[src/rtl/smis_pkg.sv]
// ----------------------------------------------------------------------------
// smis_pkg: shared types and constants of the stack machine step block
// Opcodes, status codes, command codes and the controller/datapath interface.
// ----------------------------------------------------------------------------
package smis_pkg;

    localparam logic [1:0] CMD_WRITE = 2'd0;
    localparam logic [1:0] CMD_READ  = 2'd1;
    localparam logic [1:0] CMD_EXEC  = 2'd2;

    localparam logic [2:0] ST_OK     = 3'd0;
    localparam logic [2:0] ST_IO     = 3'd1;
    localparam logic [2:0] ST_KEY    = 3'd2;
    localparam logic [2:0] ST_DOVER  = 3'd3;
    localparam logic [2:0] ST_DUNDER = 3'd4;
    localparam logic [2:0] ST_COVER  = 3'd5;
    localparam logic [2:0] ST_CUNDER = 3'd6;
    localparam logic [2:0] ST_DIVZ   = 3'd7;

    localparam logic [7:0] OP_PUSH  = 8'h01;
    localparam logic [7:0] OP_POP   = 8'h02;
    localparam logic [7:0] OP_CLEAR = 8'h03;
    localparam logic [7:0] OP_ADD   = 8'h04;
    localparam logic [7:0] OP_SUB   = 8'h05;
    localparam logic [7:0] OP_MUL   = 8'h06;
    localparam logic [7:0] OP_DIV   = 8'h07;
    localparam logic [7:0] OP_MOD   = 8'h08;
    localparam logic [7:0] OP_NAND  = 8'h09;
    localparam logic [7:0] OP_EQ    = 8'h0a;
    localparam logic [7:0] OP_LESS  = 8'h0b;
    localparam logic [7:0] OP_JNZ   = 8'h0c;
    localparam logic [7:0] OP_JMP   = 8'h0d;
    localparam logic [7:0] OP_CALL  = 8'h0e;
    localparam logic [7:0] OP_RET   = 8'h0f;
    localparam logic [7:0] OP_LOAD  = 8'h10;
    localparam logic [7:0] OP_STORE = 8'h11;
    localparam logic [7:0] OP_KEY   = 8'h12;
    localparam logic [7:0] OP_IO    = 8'h18;

    localparam logic [7:0] IO_CLR_A = 8'd3;
    localparam logic [7:0] IO_CLR_B = 8'd4;
    localparam logic [7:0] IO_NONE  = 8'hff;
    localparam logic [3:0] SCREEN_PAGE = 4'hf;

    localparam logic REG_BREAK = 1'b0;
    localparam logic REG_KEYS  = 1'b1;

    typedef enum logic [3:0] {
        PH_NONE, PH_ACCEPT, PH_HOSTRD, PH_FETCH, PH_OP, PH_B, PH_C,
        PH_EXEC, PH_DIV, PH_DIVWB, PH_CLR, PH_KADDR, PH_KEY
    } phase_t;

    typedef enum logic [1:0] {NX_DONE, NX_KEY, NX_DIV, NX_CLR} next_t;

    typedef enum logic [3:0] {
        S_IDLE, S_RD, S_FETCH, S_OP, S_B, S_C, S_EXEC, S_DIV, S_DIVWB,
        S_CLR, S_KADDR, S_KEY, S_DONE
    } state_t;

    typedef struct packed {
        phase_t phase;
        logic   out_load;
    } dp_cmd_t;

    typedef struct packed {
        logic [1:0] in_cmd;
        next_t      nxt;
        logic       div_last;
        logic       clr_last;
        logic       out_busy;
    } dp_stat_t;

endpackage

[src/rtl/smis_ctrl.sv]
// ----------------------------------------------------------------------------
// smis_ctrl: sequencer of the stack machine step block
// Walks host commands and instructions (fetch, operand reads, execute) to a result.
// ----------------------------------------------------------------------------
module smis_ctrl (
    input  logic                clk,
    input  logic                rst_n,
    input  logic                in_valid,
    output logic                in_ready,
    input  smis_pkg::dp_stat_t  stat,
    output smis_pkg::dp_cmd_t   cmd
);

    smis_pkg::state_t state_reg, state_next;

    always_ff @(posedge clk or negedge rst_n)
    begin
        if (!rst_n)
        begin
            state_reg <= smis_pkg::S_IDLE;
        end
        else
        begin
            state_reg <= state_next;
        end
    end

    always_comb
    begin
        state_next   = state_reg;
        in_ready     = 1'b0;
        cmd.phase    = smis_pkg::PH_NONE;
        cmd.out_load = 1'b0;
        case (state_reg)
            smis_pkg::S_IDLE:
            begin
                in_ready = 1'b1;
                if (in_valid)
                begin
                    cmd.phase = smis_pkg::PH_ACCEPT;
                    case (stat.in_cmd)
                        smis_pkg::CMD_READ: state_next = smis_pkg::S_RD;
                        smis_pkg::CMD_EXEC: state_next = smis_pkg::S_FETCH;
                        default:            state_next = smis_pkg::S_DONE;
                    endcase
                end
            end
            smis_pkg::S_RD:
            begin
                cmd.phase  = smis_pkg::PH_HOSTRD;
                state_next = smis_pkg::S_DONE;
            end
            smis_pkg::S_FETCH:
            begin
                cmd.phase  = smis_pkg::PH_FETCH;
                state_next = smis_pkg::S_OP;
            end
            smis_pkg::S_OP:
            begin
                cmd.phase  = smis_pkg::PH_OP;
                state_next = smis_pkg::S_B;
            end
            smis_pkg::S_B:
            begin
                cmd.phase  = smis_pkg::PH_B;
                state_next = smis_pkg::S_C;
            end
            smis_pkg::S_C:
            begin
                cmd.phase  = smis_pkg::PH_C;
                state_next = smis_pkg::S_EXEC;
            end
            smis_pkg::S_EXEC:
            begin
                cmd.phase = smis_pkg::PH_EXEC;
                case (stat.nxt)
                    smis_pkg::NX_KEY: state_next = smis_pkg::S_KADDR;
                    smis_pkg::NX_DIV: state_next = smis_pkg::S_DIV;
                    smis_pkg::NX_CLR: state_next = smis_pkg::S_CLR;
                    default:          state_next = smis_pkg::S_DONE;
                endcase
            end
            smis_pkg::S_DIV:
            begin
                cmd.phase = smis_pkg::PH_DIV;
                if (stat.div_last)
                begin
                    state_next = smis_pkg::S_DIVWB;
                end
            end
            smis_pkg::S_DIVWB:
            begin
                cmd.phase  = smis_pkg::PH_DIVWB;
                state_next = smis_pkg::S_KADDR;
            end
            smis_pkg::S_CLR:
            begin
                cmd.phase = smis_pkg::PH_CLR;
                if (stat.clr_last)
                begin
                    state_next = smis_pkg::S_KADDR;
                end
            end
            smis_pkg::S_KADDR:
            begin
                cmd.phase  = smis_pkg::PH_KADDR;
                state_next = smis_pkg::S_KEY;
            end
            smis_pkg::S_KEY:
            begin
                cmd.phase  = smis_pkg::PH_KEY;
                state_next = smis_pkg::S_DONE;
            end
            smis_pkg::S_DONE:
            begin
                if (!stat.out_busy)
                begin
                    cmd.out_load = 1'b1;
                    state_next   = smis_pkg::S_IDLE;
                end
            end
            default:
            begin
                state_next = smis_pkg::S_IDLE;
            end
        endcase
    end

endmodule

[config.mk]
export PLATFORM = sky130hd
export DESIGN_NAME = smis_ctrl
export DESIGN_NICKNAME = d
export VERILOG_FILES = /design/src/rtl/smis_pkg.sv /design/src/rtl/smis_ctrl.sv
export SDC_FILE = /design/constraint.sdc
export NUM_CORES = 1
export LEC_CHECK = 0
export BUFFER_PORTS_ARGS = -buffer_cell sky130_fd_sc_hd__buf_2
export CAP_MARGIN = 0
export CORE_AREA = 4 4 41 43
export CTS_BUF_LIST = sky130_fd_sc_hd__clkbuf_8
export DETAILED_ROUTE_END_ITERATION = 10
export DIE_AREA = 0 0 45 47
export PLACE_DENSITY = 0.71
export SYNTH_ARGS = -nofsm -noshare
export SYNTH_HDL_FRONTEND = slang
export SYNTH_SLANG_ARGS = --single-unit
[constraint.sdc]
create_clock -name clk -period 2.2 [get_ports clk]
set_input_delay 0.44 -clock clk [delete_from_list [all_inputs] [get_ports clk]]
set_output_delay 0.44 -clock clk [all_outputs]
set_load 0.005 [all_outputs]
==> results.sh, run 1 <==
export IMPL_clkPwrFrac_pct=17.1
export IMPL_synth_warnings=0
export IMPL_synth_top_family_by_area="compound AO/OA/AOI/OAI gates"
export IMPL_die_y_um=47
export IMPL_max_cap_violations=0
export IMPL_track_usage_pct=13.0
export IMPL_drive_gt1_share_pct=37.3
export IMPL_synth_compound_area_share_pct=29.4
export IMPL_synthesis_area_um2=557
export IMPL_hpwl_um=1010
export IMPL_synth_xor_area_share_pct=1.57
export IMPL_worstPathRequired_ps=1760
export IMPL_antenna_left=0
export IMPL_pwr_share_seq_pct=16.9
export IMPL_setup_tns_final_ps=0
export IMPL_hold_viol=0
export IMPL_clock_fmax_ghz=0.485
export IMPL_avgViaCountPerCell=5.62
export IMPL_p_sw_uw=379
export IMPL_clk_latency_ps=210
export IMPL_worst_path_buf_inv=1
export IMPL_slew_violations=0
export IMPL_gp_congestion=0.801
export IMPL_grt_first_pass_wirelength_um=1950
export IMPL_synth_seq_cells=4
export IMPL_dr_total_vias=551
export IMPL_clkTransAtPathRegs_ps=30
export IMPL_wl_per_cell_um=13.1
export IMPL_totalWireLength_um=1280
export IMPL_postSynthAreaPerCell_um2=8.44
export IMPL_antenna_found_initial=0
export IMPL_synthesis_nets=82
export IMPL_first_pass_iters=4
export IMPL_relSlewSlack_pct=81.2
export IMPL_fp_coreArea_um2=1300
export IMPL_synth_simple_area_share_pct=23.8
export IMPL_grt_pass1_vias=490
export IMPL_crit_slowest_cell="or4_2"
export IMPL_antennaDiodeCount=0
export IMPL_status="finished clean"
export IMPL_fillers=129
export IMPL_start_kind="flip-flop"
export IMPL_powerDensity_nw_per_um2=1320
export IMPL_drt_initial_drc_count=27
export IMPL_arrival_ps=1620
export IMPL_critical_path_cell_chain="or4_2 > and3_1 > buf_2"
export IMPL_clockBufferDepth=2
export IMPL_rsz0062_at_grt="false"
export IMPL_switching_share_pct=42.9
export IMPL_ys_seq_area_share_pct=18.0
export IMPL_crit_type="flip-flop to primary output"
export IMPL_cts_tree="built"
export IMPL_start_util_pct=42.8
export IMPL_finClkSkew_ps=0.980
export IMPL_final_nets=101
export IMPL_hold_path_class="input port to async pin"
export IMPL_ir_drop_mv=0.477
export IMPL_post_route_period_util_pct=93.7
export IMPL_cts_sinks=4
export IMPL_muxShareOfSynthArea_pct=0
export IMPL_port_buffers=15
export IMPL_synth_cell_types=34
export IMPL_cts_made_buffers=3
export IMPL_largest_reg_flops=4
export IMPL_end_kind="primary output"
export IMPL_syn_to_final_growth_pct=20.0
export IMPL_io_pins=16
export IMPL_cts_htree_levels=1
export IMPL_cts_hold_buf=0
export IMPL_worstPathMaxFanout=11
export IMPL_fin_crit_ps=2060
export IMPL_die_area_um2=2120
export IMPL_drc=0
export IMPL_internal_power_uw=505
export IMPL_rows=13
export IMPL_slowest_delay_ps=630
export IMPL_syn_inst=66
export IMPL_ctsResizeCount=0
export IMPL_grt_max_degree=18
export IMPL_setup_violations_final=0
export IMPL_p_leak_uw=0.000335
export IMPL_synthAdderAreaFrac_pct=13.5
export IMPL_crit_family="simple AND/OR/NAND/NOR gates"
export IMPL_tightest_slew_ps=282
export IMPL_cts_root_buf="clkbuf_8"
export IMPL_die_w_um=45
export IMPL_p_comb_share_pct=66.0
export IMPL_grt_ovfl_total=0
export IMPL_postCtsSetupBuffers=0
export IMPL_hold_ws_ps=20.1
==> layout by cell type, fill, tap and decap left out, types with 2 or more instances in the layout <==
master     instances
nand2_1            5
or2b_2             3
nor2_1             5
dfrtp_1            4
buf_4              3
a31oi_1            2
clkbuf_8           3
ha_1               6
inv_1              8
a21oi_1            3
o21ai_0            3
o2bb2ai_1          2
buf_2             15
==> synth_stat cells (all sizes together) <==
cell type	instances	share of area (%)
nor2	5	3.4
nand3	1	0.90
inv	8	5.4
a21o	1	1.6
and2b	1	1.6
o32ai	1	1.6
nand2	5	3.4
a21oi	3	2.7
and3	1	1.1
o22ai	1	2.2
o22a	1	1.6
o21ba	1	1.8
a31oi	2	2.2
a32oi	1	1.6
o21bai	1	1.3
o21ai	3	2.7
nor4	1	1.1
o2bb2ai	2	3.1
buf	2	3.4
o31ai	1	1.3
o221ai	2	4.3
ha	6	13
or2b	3	4.7
xnor2	1	1.6
or3b	1	1.6
dfrtp	4	18
a21boi	1	1.3
nand3b	1	1.3
clkbuf	2	4.9
nand2b	1	1.1
or4	2	3.6
==> logic make-up after synthesis <==
family / Yosys count
buf+inv: 12
simple gates: 22
compound gates: 21
fa+ha+maj: 6
xor+xnor: 1
flops: 4
==> metal layers <==
layer  GRT usage [%]  wire [um]
met5               0          0
met4            8.77          0
met3            3.07         86
met2            23.7        672
met1            13.1        523
==> worst paths after layout <==
kind	start	to	slack, ps	cells after the start
min reg2reg	state_reg[2]	state_reg[2]	710	2
min in group clk	stat[2]	state_reg[1]	470	2
min	rst_n	state_reg[1]	20	1
max reg2reg	state_reg[1]	state_reg[1]	540	5
max in group asynchronous	rst_n	state_reg[2]	2070	1
max	state_reg[3]	cmd[1]	140	3
==> area by class of cell <==
| type | count | area [um2] | share of cell area (%) |
|---|---|---|---|
| multi-input combinational | 50 | 380 | 56.9 |
| inverter | 8 | 30.0 | 4.49 |
| timing repair buffer | 18 | 97.6 | 14.6 |
| clock buffer | 3 | 41.3 | 6.18 |
| sequential | 4 | 100 | 15.0 |
| tap | 15 | 18.8 | 2.81 |
==> power groups by stage <==
| stage | sequential, uW | combinational [uW] | clock, uW |
|---|---|---|---|
| 2_1_floorplan | 145 | 456 | 0 |
| 3_3_place_gp | 146 | 571 | 0 |
| 6_report | 149 | 583 | 152 |
| 3_5_place_dp | 148 | 581 | 0 |
| 5_1_grt | 153 | 647 | 164 |
| 4_1_cts | 148 | 586 | 153 |
==> metrics by stage <==
step                cells  worst slack, ps  utilization (%)  instance area [um2]  power (uW)
finish                 98              140             51.3                  668         884
global route           98             84.9             51.3                  668         964
CTS                    98              132             51.3                  668         887
detailed placement     95              359             48.2                  627         730
global placement       95              390             48.2                  627         717
floorplan              66              468                -                  557         601
(Power assumes the default switching activity.)
==> run 2, diff against run 1 <==
==> constraint.sdc (replaced) <==
create_clock -name clk -period 2.6 [get_ports clk]
set_input_delay 0.52 -clock clk [delete_from_list [all_inputs] [get_ports clk]]
set_output_delay 0.52 -clock clk [all_outputs]
set_load 0.005 [all_outputs]
==> run 2 against run 1 <==
Against the previous run:
- core utilization shrank 0.58 points
- via count up 0.54%
- clock skew barely moved
- final cell count shrank 1.0%
- register-to-register slack better by 360 ps
- combinational power is 20% lower
- critical endpoint unchanged
- largest cell class unchanged
==> results.sh, run 2 (synthesis results as in run 1) <==
export IMPL_status="finished clean"
export IMPL_start_kind="flip-flop"
export IMPL_antennaDiodeCount=0
export IMPL_post_route_period_util_pct=82.7
export IMPL_ctsResizeCount=0
export IMPL_io_pins=16
export IMPL_powerDensity_nw_per_um2=1120
export IMPL_clkPwrFrac_pct=17.8
export IMPL_worstPathMaxFanout=11
export IMPL_layout_common_cells="buf_2 (15), inv_1 (8), ha_1 (6)"
export IMPL_die_w_um=45
export IMPL_worstPathRequired_ps=2080
export IMPL_power_total_uw=739
export IMPL_drc=0
export IMPL_startpoint="state_reg[3]"
export IMPL_hpwl_um=945
export IMPL_gr_max_usage_layer="met2"
export IMPL_use_met1_pct=14.4
export IMPL_grt_pass1_vias=474
export IMPL_clock_fmax_ghz=0.465
export IMPL_grt_first_pass_wirelength_um=1930
export IMPL_dr_total_vias=554
export IMPL_setup_tns_final_ps=0
export IMPL_hold_ws_ps=99.1
export IMPL_p_leak_uw=0.000330
export IMPL_rsz0062_at_grt="false"
export IMPL_setup_ws_ps=450
export IMPL_critical_path_cell_chain="or4_2 > and3_1 > buf_2"
export IMPL_clkTransAtPathRegs_ps=30
export IMPL_grt_ovfl_total=0
export IMPL_finalInstanceArea_um2=661
export IMPL_pre_cts_ws_ps=600
export IMPL_die_y_um=47
export IMPL_fp_coreArea_um2=1300
export IMPL_grt_util_met2_pct=22.6
export IMPL_finClkSkew_ps=0.510
export IMPL_fin_crit_ps=2150
export IMPL_hold_path_class="input port to async pin"
export IMPL_relSlewSlack_pct=72.8
export IMPL_max_cap_violations=0
export IMPL_internal_power_uw=420
export IMPL_arrival_ps=1630
export IMPL_cts_sinks=4
export IMPL_r2r_start="state_reg[1]"
export IMPL_postCtsSetupBuffers=0
export IMPL_gp_congestion=0.740
export IMPL_cts_made_buffers=3
export IMPL_cts_tree="built"
export IMPL_hold_viol=0
export IMPL_end_kind="primary output"
export IMPL_cts_htree_levels=1
export IMPL_grt_max_degree=18
export IMPL_drive_gt1_share_pct=36.6
export IMPL_slew_violations=0
export IMPL_setup_violations_final=0
export IMPL_clk_latency_ps=220
export IMPL_track_usage_pct=12.5
export IMPL_switching_share_pct=43.2
export IMPL_die_area_um2=2120
export IMPL_antenna_left=0
export IMPL_slowest_delay_ps=630
export IMPL_p_sw_uw=319
export IMPL_wl_per_cell_um=13.1
export IMPL_cts_hold_buf=0
export IMPL_pwr_share_seq_pct=19.4
export IMPL_final_nets=100
export IMPL_p_comb_share_pct=62.8
export IMPL_drt_initial_drc_count=22
export IMPL_rows=13
export IMPL_first_pass_iters=4
export IMPL_final_common_cell="buf_2"
export IMPL_port_buffers=15
export IMPL_crit_slowest_cell="or4_2"
export IMPL_tightest_slew_ps=408
export IMPL_start_util_pct=42.8
export IMPL_avgViaCountPerCell=5.71
export IMPL_syn_to_final_growth_pct=18.7
export IMPL_grt_use_met3_pct=1.15
export IMPL_largest_reg_flops=4
export IMPL_ir_drop_mv=0.407
export IMPL_crit_type="flip-flop to primary output"
export IMPL_totalWireLength_um=1270
export IMPL_dpl_cell_area_um2=619
export IMPL_clockBufferDepth=2
export IMPL_antenna_found_initial=0
export IMPL_cts_root_buf="clkbuf_8"
-- run 2: cell types whose count changed in the layout (fill, tap and decap cells not counted) --
cell	previous run	this run
buf_4	3	2
-- run 2: path summary, 6_finish.rpt --
check / to / slack, ps / cells after the start
setup reg to reg: state_reg[1] / 900 / 5
min in group clk: state_reg[1] / 550 / 2
hold reg to reg: state_reg[2] / 710 / 2
hold / removal: state_reg[1] / 100 / 1
max in group asynchronous: state_reg[3] / 2390 / 1
setup / recovery: cmd[1] / 450 / 3
-- run 2: routing by layer --
layer	share of wire [%]	up-vias
met1	40	260
met3	5.9	2
met4	0.94	0
li1	-	271
met5	0	-
met2	53	21
-- run 2: critical path: cells and delay by family, from the launching register on --
family,cells,cell delay (ps)
buf+inv,1,120
flops,1,460
simple gates,2,830
-- run 2: power by group through the flow --
stage	clock network, uW	logic (uW)	registers, uW
after floorplan	0	386	123
after global placement	0	455	142
after detailed placement	0	458	142
after CTS	130	468	142
after global routing	136	507	151
final	131	464	143
-- run 2: cell type report --
cell class	instances	area, um2
Inverter	8	30.0
Sequential cell	4	100
Timing Repair Buffer	17	90.1
Multi-Input combinational cell	50	380
Clock buffer	3	41.3
Tap cell	15	18.8
Fill cell	119	641
-- run 2: through the flow --
stage               std cells  util [%]
floorplan                  66         -
global placement           94      47.6
detailed placement         94      47.6
CTS                        97      50.8
global route               97      50.8
finish                     97      50.8
==> run 3, diff against run 2 <==
--- a/config.mk
+++ b/config.mk
@@ -11,7 +11,7 @@
 export CTS_BUF_LIST = sky130_fd_sc_hd__clkbuf_8
 export DETAILED_ROUTE_END_ITERATION = 10
 export DIE_AREA = 0 0 45 47
-export PLACE_DENSITY = 0.71
+export PLACE_DENSITY = 0.73
 export SYNTH_ARGS = -nofsm -noshare
 export SYNTH_HDL_FRONTEND = slang
 export SYNTH_SLANG_ARGS = --single-unit
==> constraint.sdc (replaced) <==
create_clock -name clk -period 1.7 [get_ports clk]
set_input_delay 0.34 -clock clk [delete_from_list [all_inputs] [get_ports clk]]
set_output_delay 0.34 -clock clk [all_outputs]
set_load 0.005 [all_outputs]
==> run 3 against run 2 <==
Against the previous run:
- the run now ends with negative setup slack left
- final cell count grew 9.3%
- hold slack gained 270 ps
- clock skew grew 1.3 ps
- register-to-register slack lost 840 ps
- die area is the same
- core utilization grew 9.6 points
- critical path depth grew 1
- non-clock buffer count grew 9
- sequential share of layout area shrank 2.4 points
- sequential power grew 24%
- critical endpoint is now in_ready
- highest routed layer unchanged
==> results.sh, run 3 (synthesis results as in run 1) <==
export IMPL_worstPathRequired_ps=1360
export IMPL_fin_crit_ps=1750
export IMPL_port_buffers=15
export IMPL_clkPwrFrac_pct=13.9
export IMPL_cts_tree="built"
export IMPL_internal_power_uw=826
export IMPL_clk_latency_ps=210
export IMPL_drive_gt1_share_pct=46.2
export IMPL_startpoint="state_reg[2]"
export IMPL_io_pins=16
export IMPL_final_nets=109
export IMPL_rsz0062_at_grt="true"
export IMPL_drt_initial_drc_count=8
export IMPL_hold_path_class="input port to flip-flop"
export IMPL_finalCoreUtilization_pct=60.4
export IMPL_relSlewSlack_pct=83.5
export IMPL_pwr_share_seq_pct=12.7
export IMPL_clock_fmax_ghz=0.570
export IMPL_fillers=112
export IMPL_ir_drop_mv=0.683
export IMPL_avgViaCountPerCell=5.48
export IMPL_slew_violations=0
export IMPL_die_area_um2=2120
export IMPL_max_cap_violations=0
export IMPL_first_pass_iters=4
export IMPL_grt_pass1_vias=546
export IMPL_holdPathStages=2
export IMPL_hold_viol=0
export IMPL_crit_type="flip-flop to primary output"
export IMPL_powerDensity_nw_per_um2=1770
export IMPL_totalWireLength_um=1430
export IMPL_grt_ovfl_total=0
export IMPL_track_usage_pct=13.9
export IMPL_gp_congestion=0.791
export IMPL_seq_area_um2=100
export IMPL_cts_made_buffers=3
export IMPL_end_kind="primary output"
export IMPL_p_comb_share_pct=73.3
export IMPL_cts_sinks=4
export IMPL_post_route_period_util_pct=103
export IMPL_p_leak_uw=0.000382
export IMPL_final_common_cell="buf_2"
export IMPL_p_sw_uw=564
export IMPL_clkTransAtPathRegs_ps=30
export IMPL_grt_max_degree=18
export IMPL_die_y_um=47
export IMPL_switching_share_pct=40.6
export IMPL_drc=0
export IMPL_tightest_slew_ps=246
export IMPL_start_util_pct=42.8
export IMPL_dr_total_vias=581
export IMPL_cts_htree_levels=1
export IMPL_rows=13
export IMPL_rr_worst_depth=5
export IMPL_start_kind="flip-flop"
export IMPL_fp_coreArea_um2=1300
export IMPL_status="finished, violations left"
export IMPL_grt_first_pass_wirelength_um=2190
export IMPL_clockBufferDepth=2
export IMPL_worstPathMaxFanout=17
export IMPL_rrSetupSlack_ps=60
export IMPL_largest_reg_flops=4
export IMPL_hpwl_um=931
export IMPL_antenna_left=0
export IMPL_antennaDiodeCount=0
export IMPL_antenna_found_initial=0
export IMPL_pre_cts_ws_ps=27.2
export IMPL_hp_start="stat[2]"
export IMPL_violations="negative setup slack"
export IMPL_die_w_um=45
export IMPL_setup_violations_final=2
export IMPL_finClkSkew_ps=1.77
export IMPL_arrival_ps=1410
export IMPL_syn_to_final_growth_pct=41.1
export IMPL_wl_per_cell_um=13.5
export IMPL_setup_ws_ps=-54.4
export IMPL_r2r_start="state_reg[2]"
export IMPL_cts_root_buf="clkbuf_8"
export IMPL_layout_common_cells="buf_2 (13), inv_1 (7), ha_1 (6), buf_6 (6), buf_4 (6)"
export IMPL_multiInputGateArea_um2=408
-- run 3: metal layers --
layer  up-vias  wire length (um)  track usage (%)
li1        289                 -                -
met1       266               583             17.2
met2        24               753             24.0
met3         2                66             2.30
met4         0                23             5.26
met5         -                 0                0
-- run 3: final timing paths --
check / end
hold reg to reg: state_reg[2]
setup / recovery: in_ready
setup reg to reg: state_reg[1]
hold / removal: state_reg[1]
max in group asynchronous: state_reg[0]
min in group asynchronous: state_reg[3]
-- run 3: timing repair --
item,in CTS,in global routing
endpoints found under the hold margin,4,0
setup buffers,3,3
setup endpoints to repair,2,5
hold buffers,1,0
gates resized for setup,6,6
pin swaps,3,2
-- run 3: power groups by stage --
stage,clock [uW],combinational [uW],sequential (uW)
2_1_floorplan,0,590,188
5_1_grt,204,1100,179
6_report,194,1020,177
3_5_place_dp,0,780,171
4_1_cts,197,894,174
3_3_place_gp,0,781,167
-- run 3: layout make-up --
cell class                 instances  share of cell area [%]
clock buffer                       3                    5.25
inverter                           8                    3.82
multi-input combinational         50                    51.9
sequential                         4                    12.7
tap                               15                    2.39
timing repair buffer              26                    23.9
-- run 3: critical path, stage by stage, from the launching register on --
cell and delay, ps:
dfrtp_1 380, buf_6 160, or4_4 500, inv_2 70, buf_6 90
-- run 3: through the flow --
| stage | setup TNS, ps | cells | cell area (um2) | hold WS (ps) | power (uW) |
|---|---|---|---|---|---|
| 2_1_floorplan | 0 | 66 | 557 | 44.4 | 778 |
| 3_3_place_gp | 0 | 96 | 634 | 144 | 948 |
| 3_5_place_dp | 0 | 96 | 634 | 145 | 951 |
| 4_1_cts | -55.4 | 103 | 729 | 366 | 1260 |
| 5_1_grt | -233 | 106 | 786 | 371 | 1490 |
| 6_report | -74.2 | 106 | 786 | 373 | 1390 |
